$ cat config.mk
export PLATFORM = sky130hd
export DESIGN_NAME = lwcc_cfg
export DESIGN_NICKNAME = d
export VERILOG_FILES = /design/src/design/lwcc_pkg.sv /design/src/design/lwcc_cfg.sv
export SDC_FILE = /design/constraint.sdc
export NUM_CORES = 1
export LEC_CHECK = 0
export BUFFER_PORTS_ARGS = -buffer_cell sky130_fd_sc_hd__clkbuf_2
export CELL_PAD_IN_SITES_DETAIL_PLACEMENT = 1
export CELL_PAD_IN_SITES_GLOBAL_PLACEMENT = 1
export CORE_AREA = 2 2 95 97
export CTS_BUF_LIST = sky130_fd_sc_hd__clkbuf_16
export DETAILED_ROUTE_END_ITERATION = 10
export DIE_AREA = 0 0 97 99
export GPL_TIMING_DRIVEN = 0
export HOLD_SLACK_MARGIN = 0.02
export PLACE_DENSITY_LB_ADDON = 0.12
export SETUP_SLACK_MARGIN = 0.02
export SYNTH_ARGS = -nofsm -noshare
export SYNTH_HDL_FRONTEND = slang
export SYNTH_SLANG_ARGS = --single-unit
$ cat constraint.sdc
create_clock -name i_clk -period 2.2 [get_ports i_clk]
set_input_delay 0.11 -clock i_clk [delete_from_list [all_inputs] [get_ports i_clk]]
set_output_delay 0.11 -clock i_clk [all_outputs]
set_load 0.03 [all_outputs]
$ cat src/design/lwcc_pkg.sv
// Shared types, register codes and a helper function for the lattice walk collision checker.
// Every design file but lwcc_ram refers to this package by scoped names.
`default_nettype none
package lwcc_pkg;

    localparam int CFG_AW = 5;

    localparam logic [2:0] REG_DIM_MODE  = 3'd0;
    localparam logic [2:0] REG_DX_2D     = 3'd1;
    localparam logic [2:0] REG_DY_2D     = 3'd2;
    localparam logic [2:0] REG_DX_3D     = 3'd3;
    localparam logic [2:0] REG_DY_3D     = 3'd4;
    localparam logic [2:0] REG_DZ_3D     = 3'd5;
    localparam logic [2:0] REG_ORIGIN_2D = 3'd6;
    localparam logic [2:0] REG_ORIGIN_3D = 3'd7;

    localparam logic        RST_DIM_MODE  = 1'b0;
    localparam logic [7:0]  RST_DX_2D     = 8'd13;
    localparam logic [7:0]  RST_DY_2D     = 8'd208;
    localparam logic [11:0] RST_DX_3D     = 12'd13;
    localparam logic [11:0] RST_DY_3D     = 12'd208;
    localparam logic [11:0] RST_DZ_3D     = 12'd3328;
    localparam logic [5:0]  RST_ORIGIN_2D = 6'd32;
    localparam logic [3:0]  RST_ORIGIN_3D = 4'd8;

    localparam logic [2:0] DIRS_2D = 3'd4;
    localparam logic [2:0] DIRS_3D = 3'd6;

    localparam logic [1:0] STATUS_PLACED  = 2'd0;
    localparam logic [1:0] STATUS_BLOCKED = 2'd1;
    localparam logic [1:0] STATUS_SKIPPED = 2'd2;

    typedef struct packed {
        logic        dimension_mode;
        logic [7:0]  dx_table_2d;
        logic [7:0]  dy_table_2d;
        logic [11:0] dx_table_3d;
        logic [11:0] dy_table_3d;
        logic [11:0] dz_table_3d;
        logic [5:0]  origin_2d;
        logic [3:0]  origin_3d;
    } t_cfg;

    typedef struct packed {
        logic load_item;
        logic rd_occ;
        logic sel_latched;
        logic place_origin;
        logic resolve;
        logic release_run;
        logic clear_run;
    } t_cmd;

    typedef struct packed {
        logic started;
        logic failed;
        logic last;
        logic out_free;
        logic release_done;
        logic clear_done;
    } t_sts;

    function automatic logic signed [1:0] delta_of(input logic [11:0] tbl,
                                                   input logic [2:0]  dir);
        logic [11:0] sh;
        sh = tbl >> {dir, 1'b0};
        return $signed(sh[1:0]);
    endfunction

endpackage
`default_nettype wire

$ cat src/design/lwcc_cfg.sv
// Configuration register bank behind the APB-style port.
// Depends on lwcc_pkg for the register codes, reset values and the t_cfg type.
`default_nettype none
module lwcc_cfg (
    input  wire logic                          i_clk,
    input  wire logic                          i_rst_n,
    input  wire logic                          psel,
    input  wire logic                          penable,
    input  wire logic                          pwrite,
    input  wire logic [lwcc_pkg::CFG_AW-1:0]   paddr,
    input  wire logic [31:0]                   pwdata,
    output logic      [31:0]                   prdata,
    output logic                               pready,
    output lwcc_pkg::t_cfg                     o_cfg
);

    lwcc_pkg::t_cfg r_cfg;
    lwcc_pkg::t_cfg n_cfg;
    logic           wr_en;
    logic [2:0]     reg_idx;

    assign pready  = 1'b1;
    assign wr_en   = psel & penable & pwrite & pready;
    assign reg_idx = paddr[4:2];

    always_comb begin
        n_cfg = r_cfg;
        if (wr_en) begin
            unique case (reg_idx)
                lwcc_pkg::REG_DIM_MODE:  n_cfg.dimension_mode = pwdata[0];
                lwcc_pkg::REG_DX_2D:     n_cfg.dx_table_2d    = pwdata[7:0];
                lwcc_pkg::REG_DY_2D:     n_cfg.dy_table_2d    = pwdata[7:0];
                lwcc_pkg::REG_DX_3D:     n_cfg.dx_table_3d    = pwdata[11:0];
                lwcc_pkg::REG_DY_3D:     n_cfg.dy_table_3d    = pwdata[11:0];
                lwcc_pkg::REG_DZ_3D:     n_cfg.dz_table_3d    = pwdata[11:0];
                lwcc_pkg::REG_ORIGIN_2D: n_cfg.origin_2d      = pwdata[5:0];
                lwcc_pkg::REG_ORIGIN_3D: n_cfg.origin_3d      = pwdata[3:0];
                default:                 n_cfg = r_cfg;
            endcase
        end
    end

    always_ff @(posedge i_clk) begin
        if (!i_rst_n) begin
            r_cfg.dimension_mode <= lwcc_pkg::RST_DIM_MODE;
            r_cfg.dx_table_2d    <= lwcc_pkg::RST_DX_2D;
            r_cfg.dy_table_2d    <= lwcc_pkg::RST_DY_2D;
            r_cfg.dx_table_3d    <= lwcc_pkg::RST_DX_3D;
            r_cfg.dy_table_3d    <= lwcc_pkg::RST_DY_3D;
            r_cfg.dz_table_3d    <= lwcc_pkg::RST_DZ_3D;
            r_cfg.origin_2d      <= lwcc_pkg::RST_ORIGIN_2D;
            r_cfg.origin_3d      <= lwcc_pkg::RST_ORIGIN_3D;
        end else begin
            r_cfg <= n_cfg;
        end
    end

    always_comb begin
        unique case (reg_idx)
            lwcc_pkg::REG_DIM_MODE:  prdata = {31'd0, r_cfg.dimension_mode};
            lwcc_pkg::REG_DX_2D:     prdata = {24'd0, r_cfg.dx_table_2d};
            lwcc_pkg::REG_DY_2D:     prdata = {24'd0, r_cfg.dy_table_2d};
            lwcc_pkg::REG_DX_3D:     prdata = {20'd0, r_cfg.dx_table_3d};
            lwcc_pkg::REG_DY_3D:     prdata = {20'd0, r_cfg.dy_table_3d};
            lwcc_pkg::REG_DZ_3D:     prdata = {20'd0, r_cfg.dz_table_3d};
            lwcc_pkg::REG_ORIGIN_2D: prdata = {26'd0, r_cfg.origin_2d};
            lwcc_pkg::REG_ORIGIN_3D: prdata = {28'd0, r_cfg.origin_3d};
            default:                 prdata = 32'd0;
        endcase
    end

    assign o_cfg = r_cfg;

endmodule
`default_nettype wire

# Word-level counts from Yosys, hierarchy flattened
# Index checks and enable logic that the tools add are counted.
[totals]
regBits = 63
out_inout_bits = 96
[op_classes]
eq_ne = 7
muxes = 1
n_bitwise = 2
n_reduce_logical = 9
[op_table]
columns = ["cell", "n"]
rows = [
  ["one-hot mux 32 bit (8 select lines)", 1],
  ["AND reduction 2 bit", 8],
  ["equality test 3 bit, second input constant", 4],
  ["equality test 3 x 2 -> 1 bit, second input constant", 2],
  ["equality test 3 x 1 -> 1 bit, second input constant", 1],
  ["zero test 3 bit", 1],
  ["bitwise AND 1 bit", 2],
]

# Longest topological paths before layout
[depth]
ltp_word = 3
mapped_depth = 5
depth_no_buf = 3

# Least setup slack after synthesis
# Ideal clock, no wire load.
[synth_path]
kind = "reg2out"
startpoint = "reg r_cfg (netlist bit o_cfg[4])"
endpoint = "out prdata[0]"
t_arrival_ns = 1.368
path_slack_ns = 0.722
stages_incl_launch_ff = 4
path_buffers = 0
cell_sequence = "dfxtp_1 -> mux2_2 -> nand3_1 -> a31oi_1"
[synth_via]
elab_chain_len = 1
[synth_rtl]
columns = ["element", "line_no", "source"]
rows = [
  ["start, declared", "lwcc_cfg.sv:17", "lwcc_pkg::t_cfg r_cfg;"],
  ["start signal, assigned", "lwcc_cfg.sv:54", "r_cfg <= n_cfg;"],
  ["one-hot mux 32 bit (8 select lines)", "lwcc_cfg.sv:59", "unique case (reg_idx)"],
  ["end, declared", "lwcc_cfg.sv:12", "output logic [31:0] prdata,"],
]
# Every way passes these cells. The select of a mux whose other input is x is not followed.

# Worst setup path after layout
[layout_path]
startpoint = "in paddr[3] (netlist name)"
endpoint = "out prdata[11]"
[layout_via]
elab_chain_len = 2
[layout_rtl]
columns = ["element", "line_no", "source"]
rows = [
  ["start, declared", "lwcc_cfg.sv:10", "input wire logic [lwcc_pkg::CFG_AW-1:0] paddr,"],
  ["equality test 3 bit, or another cell as far along", "lwcc_cfg.sv:59", ""],
  ["one-hot mux 32 bit (8 select lines) *", "lwcc_cfg.sv:59", ""],
]
# Mark *: on every way between the ends. The rest lies on a longest branch, timed or not. The select of a mux whose other input is x is not followed.

==> results.cfg <==
[status]
status = completed

[global_route]
first_global_vias = 2870
overflow = 0
grt_max_degree = 11
grt_util_met1_pct = 27.83
grt_usage_pct = 21.69
antenna_found_initial = 0
grtUsageMet3_pct = 4.113
grt_util_met2_pct = 36.11
grt_pass1_wl_microns = 15880
top_usage_layer = met2

[logic_synthesis]
synth_top_area_cell = dfxtp_1
postSynth.asyncResetShare_pct = 0
ys_top_cells_by_area = dfxtp_1 40%, mux2i_1 19%, nand2_1 7.0%, buf_4 5.8%, mux2_2 3.2%
syn_area_sq_mm = 0.003122
yosysSeqAreaShare_pct = 40.40
synth_edf_count = 0
synth_cell_types = 38
synth_top_flop_cell = dfxtp_1
synthTopCellsByCount = 63 x dfxtp_1, 60 x mux2i_1, 58 x nand2_1
yosysTopAreaCellShare_pct = 40.40
ys_ff_latch = 63
yosys_warnings = 0
netlist_instances = 331
avgSynthCellArea_sq_um = 9.431
yosysMostFrequentCell = dfxtp_1

[clocking]
cts_resized = 0
cts_hold_buf = 0
cts_tree = built
clk_pin_slew_ps = 60
clockBufferDepth = 2
insertion_delay_ps = 320
cts_made_buffers = 9
post-cts-setup-buffers = 0
cts_max_level = 3
cts-root-buf = clkbuf_16
clkSinkCount = 63

[setup_path]
rr_worst_depth = 2
worstPathArrival_ps = 1620
r2r-start = o_cfg[62]$_SDFFE_PN0P_
critPathMaxStageDelay_ps = 390
r2r_end = o_cfg[62]$_SDFFE_PN0P_
crit_slowest_cell = nor2_1
reg2reg_slack_ps = 1440
start_kind = input pin
end_kind = output port
worstPathCellList = clkbuf_2, buf_6, buf_2, inv_1, nor2_1, o2bb2ai_1, clkbuf_2
required_ps = 2090
cp_common_cell = clkbuf_2
timing_worst_setup_path_type = in -> out
crit_fanout = 10

[die]
die_y_microns = 99
rows = 34
initial_core_util_pct = 36.51
coreArea_sq_mm = 0.008551
die_area_sq_mm = 0.009603
ios = 138
fp.dieW_microns = 97

[layout]
final_cells = 566
drive_above_1_share_pct = 32.97
final_nets = 495
multi_input_area_sq_mm = 0.001607
num-fill-cells = 1045
antenna_cells = 0
syn_to_final_growth_pct = 31.14
utilization_pct = 47.88
largest_register_ffs = 63
register_area_sq_mm = 0.001261

[power_and_ir_drop]
ir_worst_vdd_mv = 0.3952
seqPwrFrac_pct = 38.8
p_int_mw = 2.235
powerDensity_mw_per_mm2 = 730.2
p_sw_mw = 0.7551
clkPwrFrac_pct = 49.3
power_frac_comb_pct = 11.9
power.total_mw = 2.990
p_leak_nw = 1.860
switching_share_pct = 25.26

[drt]
routed_wl_microns = 10410
postRouteAntennaNets = 0
first_iter_violations = 88
via_per_inst = 5.011
wire_per_inst_microns = 18.39
drt_pre_antenna_iters = 4
drc = 0
vias = 2836

[timing]
fin_crit_sh_pct = 78.56
tightest_slew_ps = 709.4
fin_ws_ps = 471.6
setup_violations = 0
clock_skew_ps = 0
rsz0062_at_grt = no
fin_setup_tns_ps = 0
fmax_mhz = 578.6
finalHoldViolations = 0
maxSlewViolCount = 0
slew_headroom_pct = 52.70
min_period_ps = 1728

[placed_design]
place_worst_setup_slack_ps = 479.2
portBuffers = 92
hpwl_microns = 7521
gp_congestion = 0.7759
dpl.cell_count = 550

[hold_path]
hold_end = o_cfg[30]$_SDFFE_PN0P_
hp-class = in -> reg
hp-start = pwdata[8]
min_delay_path_depth = 3

[run]
drv_cap = 0
## worst max-delay path, delay by kind of cell
kind	cells	cell delay, ps
and+or+nand+nor	1	390
AOI/OAI and AO/OA	1	160
buffers and inverters	5	950
## cells by family after synthesis
family	after synthesis	share of synthesized area [%]
flops	63	40.40
other cells	2	0.2406
simple gates	91	14.07
mux	70	23.21
compound gates	50	11.66
buf+inv	55	10.42
## worst max path at each step
stage               cells past startpoint  slack, ps                   from         end
floorplan                               3        720  o_cfg[4]$_SDFFE_PN0P_   prdata[0]
global placement                        6        490               paddr[2]   prdata[0]
detailed placement                      6        480               paddr[2]   prdata[0]
CTS                                     6        480               paddr[2]   prdata[0]
global route                            6        390               paddr[2]   prdata[5]
finish                                  7        470               paddr[3]  prdata[11]
## placed cells by master (no fill, tap or decap), drive strengths merged, types with 2 or more instances in the layout
master	n
a21oi	4
bufinv	2
o22ai	2
clkinv	3
a22o	2
conb	21
nand3	3
a221oi	3
a22oi	4
o221ai	2
mux2i	60
inv	13
a2bb2oi	2
nor2	7
clkbuf	113
mux2	9
nand2	59
o311ai	9
nand2b	4
dfxtp	63
nor2b	12
o211ai	4
buf	32
o2bb2ai	4
o21ai	11
## per-stage QoR
step	hold slack (ps)	area [sq um]
CTS	54.36	4094
detailed placement	401.9	3789
finish	54.38	4094
global placement	391.3	3789
floorplan	274.6	3193
global route	81.11	4094
## metal layers
layer / vias up / share of wire [%]
met5: - / 0
met4: 0 / 1.6
met1: 1366 / 45
li1: 1368 / -
met2: 88 / 48
met3: 14 / 5.4
## area by class of cell
type | instances | share of cell area, %
multi-input cells | 232 | 39.24
flip-flops and latches | 63 | 30.81
repair buffers | 92 | 11.25
plain buffers | 44 | 6.938
clock buffers | 9 | 5.501
well taps | 108 | 3.301
clock inverters | 7 | 1.956
inverters | 11 | 1.009
## power by group through the flow
stage	Clock, mW	Sequential [mW]	Combinational (mW)
CTS	1.49	1.16	0.355
global placement	0	1.18	0.349
finish	1.47	1.16	0.355
global route	1.54	1.16	0.380
detailed placement	0	1.18	0.354
floorplan	0	1.20	0.234
(Power assumes the default switching activity.)
