File: config.mk
export PLATFORM = sky130hd
export DESIGN_NAME = lwcc_ctrl
export DESIGN_NICKNAME = d
export VERILOG_FILES = /design/src/design/lwcc_pkg.sv /design/src/design/lwcc_ctrl.sv
export SDC_FILE = /design/constraint.sdc
export NUM_CORES = 1
export LEC_CHECK = 0
export BUFFER_PORTS_ARGS = -buffer_cell sky130_fd_sc_hd__buf_2
export CAP_MARGIN = 40
export CORE_AREA = 4 4 41 43
export DETAILED_ROUTE_END_ITERATION = 8
export DIE_AREA = 0 0 45 47
export SLEW_MARGIN = 15
export SYNTH_ARGS = -nofsm -noshare
export SYNTH_HDL_FRONTEND = slang
export SYNTH_SLANG_ARGS = --single-unit
File: constraint.sdc
create_clock -name i_clk -period 1.15 [get_ports i_clk]
set_input_delay 0.23 -clock i_clk [delete_from_list [all_inputs] [get_ports i_clk]]
set_output_delay 0.23 -clock i_clk [all_outputs]
set_load 0.02 [all_outputs]
File: src/design/lwcc_pkg.sv
// Shared types, register codes and a helper function for the lattice walk collision checker.
// Every design file but lwcc_ram refers to this package by scoped names.
`default_nettype none
package lwcc_pkg;

    localparam int CFG_AW = 5;

    localparam logic [2:0] REG_DIM_MODE  = 3'd0;
    localparam logic [2:0] REG_DX_2D     = 3'd1;
    localparam logic [2:0] REG_DY_2D     = 3'd2;
    localparam logic [2:0] REG_DX_3D     = 3'd3;
    localparam logic [2:0] REG_DY_3D     = 3'd4;
    localparam logic [2:0] REG_DZ_3D     = 3'd5;
    localparam logic [2:0] REG_ORIGIN_2D = 3'd6;
    localparam logic [2:0] REG_ORIGIN_3D = 3'd7;

    localparam logic        RST_DIM_MODE  = 1'b0;
    localparam logic [7:0]  RST_DX_2D     = 8'd13;
    localparam logic [7:0]  RST_DY_2D     = 8'd208;
    localparam logic [11:0] RST_DX_3D     = 12'd13;
    localparam logic [11:0] RST_DY_3D     = 12'd208;
    localparam logic [11:0] RST_DZ_3D     = 12'd3328;
    localparam logic [5:0]  RST_ORIGIN_2D = 6'd32;
    localparam logic [3:0]  RST_ORIGIN_3D = 4'd8;

    localparam logic [2:0] DIRS_2D = 3'd4;
    localparam logic [2:0] DIRS_3D = 3'd6;

    localparam logic [1:0] STATUS_PLACED  = 2'd0;
    localparam logic [1:0] STATUS_BLOCKED = 2'd1;
    localparam logic [1:0] STATUS_SKIPPED = 2'd2;

    typedef struct packed {
        logic        dimension_mode;
        logic [7:0]  dx_table_2d;
        logic [7:0]  dy_table_2d;
        logic [11:0] dx_table_3d;
        logic [11:0] dy_table_3d;
        logic [11:0] dz_table_3d;
        logic [5:0]  origin_2d;
        logic [3:0]  origin_3d;
    } t_cfg;

    typedef struct packed {
        logic load_item;
        logic rd_occ;
        logic sel_latched;
        logic place_origin;
        logic resolve;
        logic release_run;
        logic clear_run;
    } t_cmd;

    typedef struct packed {
        logic started;
        logic failed;
        logic last;
        logic out_free;
        logic release_done;
        logic clear_done;
    } t_sts;

    function automatic logic signed [1:0] delta_of(input logic [11:0] tbl,
                                                   input logic [2:0]  dir);
        logic [11:0] sh;
        sh = tbl >> {dir, 1'b0};
        return $signed(sh[1:0]);
    endfunction

endpackage
`default_nettype wire

File: src/design/lwcc_ctrl.sv
// Controller state machine: sequences clearing, origin placement, lookup, check and release.
// Depends on lwcc_pkg for the command and status structs.
`default_nettype none
module lwcc_ctrl (
    input  wire logic           i_clk,
    input  wire logic           i_rst_n,
    input  wire logic           i_in_valid,
    output logic                o_in_stall,
    input  lwcc_pkg::t_sts      i_sts,
    output lwcc_pkg::t_cmd      o_cmd
);

    localparam logic [2:0] ST_CLEAR   = 3'd0;
    localparam logic [2:0] ST_IDLE    = 3'd1;
    localparam logic [2:0] ST_ORIGIN  = 3'd2;
    localparam logic [2:0] ST_READ    = 3'd3;
    localparam logic [2:0] ST_CHECK   = 3'd4;
    localparam logic [2:0] ST_RELEASE = 3'd5;

    logic [2:0] r_state;
    logic [2:0] n_state;

    assign o_in_stall = (r_state != ST_IDLE);

    always_comb begin
        n_state = r_state;
        o_cmd   = '0;
        unique case (r_state)
            ST_CLEAR: begin
                o_cmd.clear_run = 1'b1;
                if (i_sts.clear_done) begin
                    n_state = ST_IDLE;
                end
            end
            ST_IDLE: begin
                if (i_in_valid) begin
                    o_cmd.load_item = 1'b1;
                    if (!i_sts.started) begin
                        n_state = ST_ORIGIN;
                    end else begin
                        o_cmd.rd_occ = !i_sts.failed;
                        n_state      = ST_CHECK;
                    end
                end
            end
            ST_ORIGIN: begin
                o_cmd.place_origin = 1'b1;
                o_cmd.sel_latched  = 1'b1;
                n_state            = ST_READ;
            end
            ST_READ: begin
                o_cmd.sel_latched = 1'b1;
                o_cmd.rd_occ      = 1'b1;
                n_state           = ST_CHECK;
            end
            ST_CHECK: begin
                o_cmd.sel_latched = 1'b1;
                if (i_sts.out_free) begin
                    o_cmd.resolve = 1'b1;
                    n_state       = i_sts.last ? ST_RELEASE : ST_IDLE;
                end
            end
            ST_RELEASE: begin
                o_cmd.release_run = 1'b1;
                if (i_sts.release_done) begin
                    n_state = ST_IDLE;
                end
            end
            default: n_state = ST_IDLE;
        endcase
    end

    always_ff @(posedge i_clk) begin
        if (!i_rst_n) begin
            r_state <= ST_CLEAR;
        end else begin
            r_state <= n_state;
        end
    end

endmodule
`default_nettype wire

# ---- Word level (Yosys, flattened, before mapping)
# Index checks and enable logic that the tools add are counted.
dict set report op_classes {
  n_eq_ne 10
  n_mux 17
  reduce_logical 4
}
# cell n
set ops {}
lappend ops {{$mux W3} 6}
lappend ops {{$pmux W3 S6} 1}
lappend ops {{$mux W1} 8}
lappend ops {{$ne A2 B2 Y1 const B} 4}
lappend ops {{$eq A3 B2 Y1 const B} 2}
lappend ops {{$eq A3 B3 Y1 const B} 2}
lappend ops {{$reduce_and A4 Y1} 1}
lappend ops {{$eq A3 B1 Y1 const B} 1}
lappend ops {{$logic_not A3 Y1} 1}
lappend ops {{$ne A3 B1 Y1 const B} 1}
lappend ops {{$reduce_or A3 Y1} 1}
lappend ops {{$mux W2} 1}
lappend ops {{$pmux W1 S2} 1}
lappend ops {{$logic_not A1 Y1} 1}
dict set report word_totals {
  elab_cells 32
  ff_bits 3
  input_bits 9
  output_inout_bits 8
}

# ---- Depth between registers and ports, before layout
dict set report depth {
  ltp_word 4
  depth_mapped 5
}

# ---- Worst setup path before layout
# OpenSTA, ideal clock, no wires.
dict set report synth_timing {
  path_type {register -> output}
  from {reg r_state[0]}
  to {out o_cmd[5] (netlist name)}
  n_path_buf 1
  t_required_ns 0.920
  arrival_time_ns 1.122
  path_slack_ns -0.202
  path_stages_with_launch 3
  path_cell_list {dfxtp_1 buf_2 nor3b_1}
}
# item line_no
set synth_lines {}
lappend synth_lines {{start, declared} lwcc_ctrl.sv:20} ;# logic [2:0] r_state;
lappend synth_lines {{start signal, assigned} lwcc_ctrl.sv:77} ;# r_state <= n_state;
lappend synth_lines {{end, declared} lwcc_ctrl.sv:10} ;# output lwcc_pkg::t_cmd o_cmd

==> results by stage <==
Setup path:
- In this run the register-to-register setup slack is -0.05 ns.
- The startpoint identified for the worst register-to-register timing path is r_state[2]$_SDFFE_PN0P_.
- The type of the worst setup path is register to primary output.
- The endpoint identified for the worst register-to-register timing path is r_state[2]$_SDFFE_PN0P_.
- Along the worst path, the maximum fanout reaches 6.
- Following the worst setup path forward leads to its endpoint at o_cmd[6].
- For the worst flop-to-flop path, the logic depth is 4.
- At the worst endpoint, the arrival time is ~1.1 ns.
- The startpoint type of the worst setup path is a register.
- Tracing the worst setup path back leads to its startpoint at r_state[1]$_SDFFE_PN0P_.
- At the worst endpoint, the required time is roughly 0.92 ns.
- The endpoint kind of the worst setup timing path is a primary output.

Floorplanning:
- From bottom edge to top edge, the die measures about 47 um.
- 17 I/O pins were placed.
- In this run the standard cell core region covers between 1000 and 1500 um2.
- The floorplan has 13 rows.
- The die is 45 um wide.
- Once the floorplan was initialized, standard cells occupied around 20% of the core.
- The full die area is around 2100 um2.

Synth:
- The number of distinct standard cells referenced by the synthesized netlist is 21.
- The synthesized flop and latch total is 3.
- The sequential fraction of the synthesis area is a little under a quarter.
- Of the post-synthesis cell area, the dominant cell type holds 23.3%.
- After synthesis, the share of cell area in mux cells is 7.77%.
- After Yosys synthesis, full adders, half adders and majority gates account for 0% of the synthesized area.
- Summing the areas of all xor and xnor instances in the mapped netlist gives 0% of the synthesized area.
- After synthesis, the cell types taking the most area are sky130_fd_sc_hd__dfxtp_1, sky130_fd_sc_hd__and3_1, sky130_fd_sc_hd__mux2i_1.
- The largest total area in the synthesized netlist belongs to sky130_fd_sc_hd__dfxtp_1.
- The main combinational cell family by area after synthesis is simple AND/OR/NAND/NOR gates.
- Synthesis produced a netlist with a net count of between 40 and 50.
- The simple logic cell fraction of the synthesized area is about two fifths.
- The compound-cell area share of the yosys netlist is a little over a fifth.
- The gate count after technology mapping is 36.
- After synthesis, the mean cell area works out to a little over 7 um2.
- The total number of yosys warnings is 0.
- The total standard cell area after synthesis is about 260 um2.

Clock network:
- The deepest clock path buffer count is 2.
- The count of H-tree levels built during CTS is 1.
- The number of hold buffers added after cts is 0.
- Clock latency on the worst-skew pair, taken at its later pin, is about 0.23 ns.
- The root buffer cell chosen for the clock tree is sky130_fd_sc_hd__clkbuf_4.
- The clock net sink count is 3.
- Counting the buffers created by CTS gives 3.
- TritonCTS built the clock tree.
- After clock tree synthesis, the clock-pin slew on the worst setup and hold paths is roughly 0.04 ns.

Power:
- The fraction of power consumed by sequential logic is ~22%.
- Net switching is approximately 32% of the power.
- In this run the power spent charging and discharging nets is around 0.19 mW.
- Dividing total power by cell area gives a power density of ~1000 nW/um2.
- The internal power of the cells totals a little under 0.4 mW.
- Combinational logic burns between 40% and 50% of the power.
- The cell leakage power is 0.277 nW.
- The worst-case IR drop observed on VDD is a little under 400 uV.
- Of the total power, the clock network draws about a third.

GRT:
- Global routing finished with a remaining overflow of 0.
- The number of antenna violations at the first check in global routing is 0.
- The wire length of the first global-routing pass is ~1.6 mm.
- The via count of the first global-routing pass was a little under 400.
- The maximum number of pins on one net before global-route repair is 12.
- The global-route usage over all layers is a little over a tenth.

Routing:
- The total met2 wirelength after detailed routing is between 500 and 600 um.
- The routed metal-1 wirelength is about 360 um.
- The total met3 wirelength after detailed routing is 64 um.
- The uppermost signal routing layer after detailed routing is met4.
- In the final routed layout, each cell accounts on average for about 12 um.
- The starting DRC count in detailed routing is 1.
- The final route contains roughly 390 vias.
- The number of remaining DRC errors is 0.
- The first-pass iteration count of the detailed router is 2.
- The total wire length after detailed routing is roughly 1000 um.
- The remaining antenna violation count is 0.
- The detail-routed via count per cell is between 4 and 5.

STA:
- The actual slew at the worst max-slew pin is between 0.2 and 0.3 ns.
- The number of failing setup endpoints in the final timing report is 10.
- On the final layout, the worst clock skew is around 0.0038 ns.
- Setup repair after global routing could not meet its margin everywhere.
- The post-layout minimum cycle time is approximately 1.3 ns.
- The final critical-path share of the clock period is 114%.
- The tightest slew margin relative to the limit is about 80%.
- The number of hold-slack violations in the final timing report came to 0.
- The aggregate negative setup slack is -1.06 ns.
- Based on the critical path, the design can be clocked at up to between 700 and 800 MHz.
- After layout, the worst setup slack is -0.165 ns.
- The post-route worst hold slack is between 0.2 and 0.25 ns.
- The count of final max-slew check failures is 0.

Status:
- The final reports fail on negative setup slack.
- The flow ran to the end, but the final reports show violations.

Run:
- The number of max-cap violations is 0.

Cells and area:
- The net count reported at finish is between 70 and 80.
- The number of flip-flops under the largest register name is 3.
- The synthesis-to-finish area growth is 125%.
- At the end of the flow the core is filled with cells to 44.5%.
- The proportion of layout cells with a drive suffix above 1 is a little under 70%.
- In the layout the commonest cells are sky130_fd_sc_hd__buf_4, sky130_fd_sc_hd__buf_2, sky130_fd_sc_hd__buf_6.
- The register with the most flip-flops is r_state.
- The total of fill cells in the finished design is 143.
- The largest registers in the layout are r_state x3.
- The antenna diode instance count is 0.
- The most common library cell in the layout ignoring fill and taps is sky130_fd_sc_hd__buf_4.

Placed design:
- In this run the tool buffered the top-level ports with 16 buffer cells.
- Routability-driven placement finished with a final weighted congestion of between 0.7 and 0.8.

Hold path:
- The type of the worst min-delay path is input pin to register.
==> power by group through the flow <==
stage / Combinational, mW / Sequential, mW / Clock [mW]
2_1_floorplan: 0.108 / 0.123 / 0
3_3_place_gp: 0.160 / 0.133 / 0
3_5_place_dp: 0.160 / 0.134 / 0
4_1_cts: 0.229 / 0.131 / 0.196
5_1_grt: 0.292 / 0.130 / 0.207
6_report: 0.270 / 0.129 / 0.183
==> per-stage QoR <==
stage / power (mW) / setup WS (ns) / std cells / cell area (um2)
finish: 0.581 / -0.165 / 82 / 579
CTS: 0.556 / -0.168 / 79 / 523
floorplan: 0.231 / -0.0878 / 36 / 265
detailed placement: 0.294 / -0.102 / 69 / 384
global route: 0.629 / -0.213 / 82 / 579
global placement: 0.293 / -0.0919 / 69 / 384
==> Yosys cell counts <==
master,count
sky130_fd_sc_hd__nor3_1,2
sky130_fd_sc_hd__a2111oi_2,1
sky130_fd_sc_hd__inv_1,2
sky130_fd_sc_hd__clkbuf_1,1
sky130_fd_sc_hd__buf_2,1
sky130_fd_sc_hd__nor2b_1,1
sky130_fd_sc_hd__o21ai_0,3
sky130_fd_sc_hd__nor4b_1,1
sky130_fd_sc_hd__and3_1,4
sky130_fd_sc_hd__dfxtp_1,3
sky130_fd_sc_hd__mux2i_1,2
sky130_fd_sc_hd__o21a_1,1
sky130_fd_sc_hd__a31oi_1,1
sky130_fd_sc_hd__nor2_1,4
sky130_fd_sc_hd__or3b_1,1
sky130_fd_sc_hd__buf_4,1
sky130_fd_sc_hd__a21oi_1,2
sky130_fd_sc_hd__or3_1,1
sky130_fd_sc_hd__nand2_1,2
sky130_fd_sc_hd__nand3_1,1
sky130_fd_sc_hd__nor3b_1,1
==> worst max-delay path: stages, from the launching register on <==
cell,delay [ns]
sky130_fd_sc_hd__dfxtp_4,0.36
sky130_fd_sc_hd__buf_6,0.13
sky130_fd_sc_hd__nor2_4,0.08
sky130_fd_sc_hd__and3_4,0.18
sky130_fd_sc_hd__buf_6,0.11
==> repair_timing <==
action / CTS / global route
gates resized for setup: 23 / 9
cloned: 0 / 0
setup endpoints to repair: 9 / 11
pin swaps: 5 / 2
setup buffers: 6 / 3
==> cell families after synthesis <==
family | after synthesis
flip-flops | 3
multiplexers | 2
AO/OA/AOI/OAI | 8
AND/OR/NAND/NOR | 18
buffers and inverters | 5
==> layer usage <==
metal	vias up	GRT usage, %
met3	2	3.45
li1	191	-
met2	14	20.3
met1	179	10.2
met4	0	7.02
met5	-	0
==> layout make-up <==
cell class / count / area [um2] / share of cell area (%)
Inverter: 2 / 7.51 / 1.30
Timing Repair Buffer: 30 / 219 / 37.8
Multi-Input combinational cell: 28 / 236 / 40.8
Clock buffer: 4 / 26.3 / 4.54
Tap cell: 15 / 18.8 / 3.24
Sequential cell: 3 / 71.3 / 12.3
==> worst min-delay path by stage <==
stage / from / endpoint / cells past startpoint
after floorplan: i_rst_n / r_state[2]$_SDFFE_PN0P_ / 1
after global placement: i_rst_n / r_state[2]$_SDFFE_PN0P_ / 2
after detailed placement: i_rst_n / r_state[2]$_SDFFE_PN0P_ / 2
after CTS: i_rst_n / r_state[2]$_SDFFE_PN0P_ / 2
after global routing: i_rst_n / r_state[2]$_SDFFE_PN0P_ / 2
final: i_rst_n / r_state[2]$_SDFFE_PN0P_ / 2
Power figures use the tool's default switching activity.
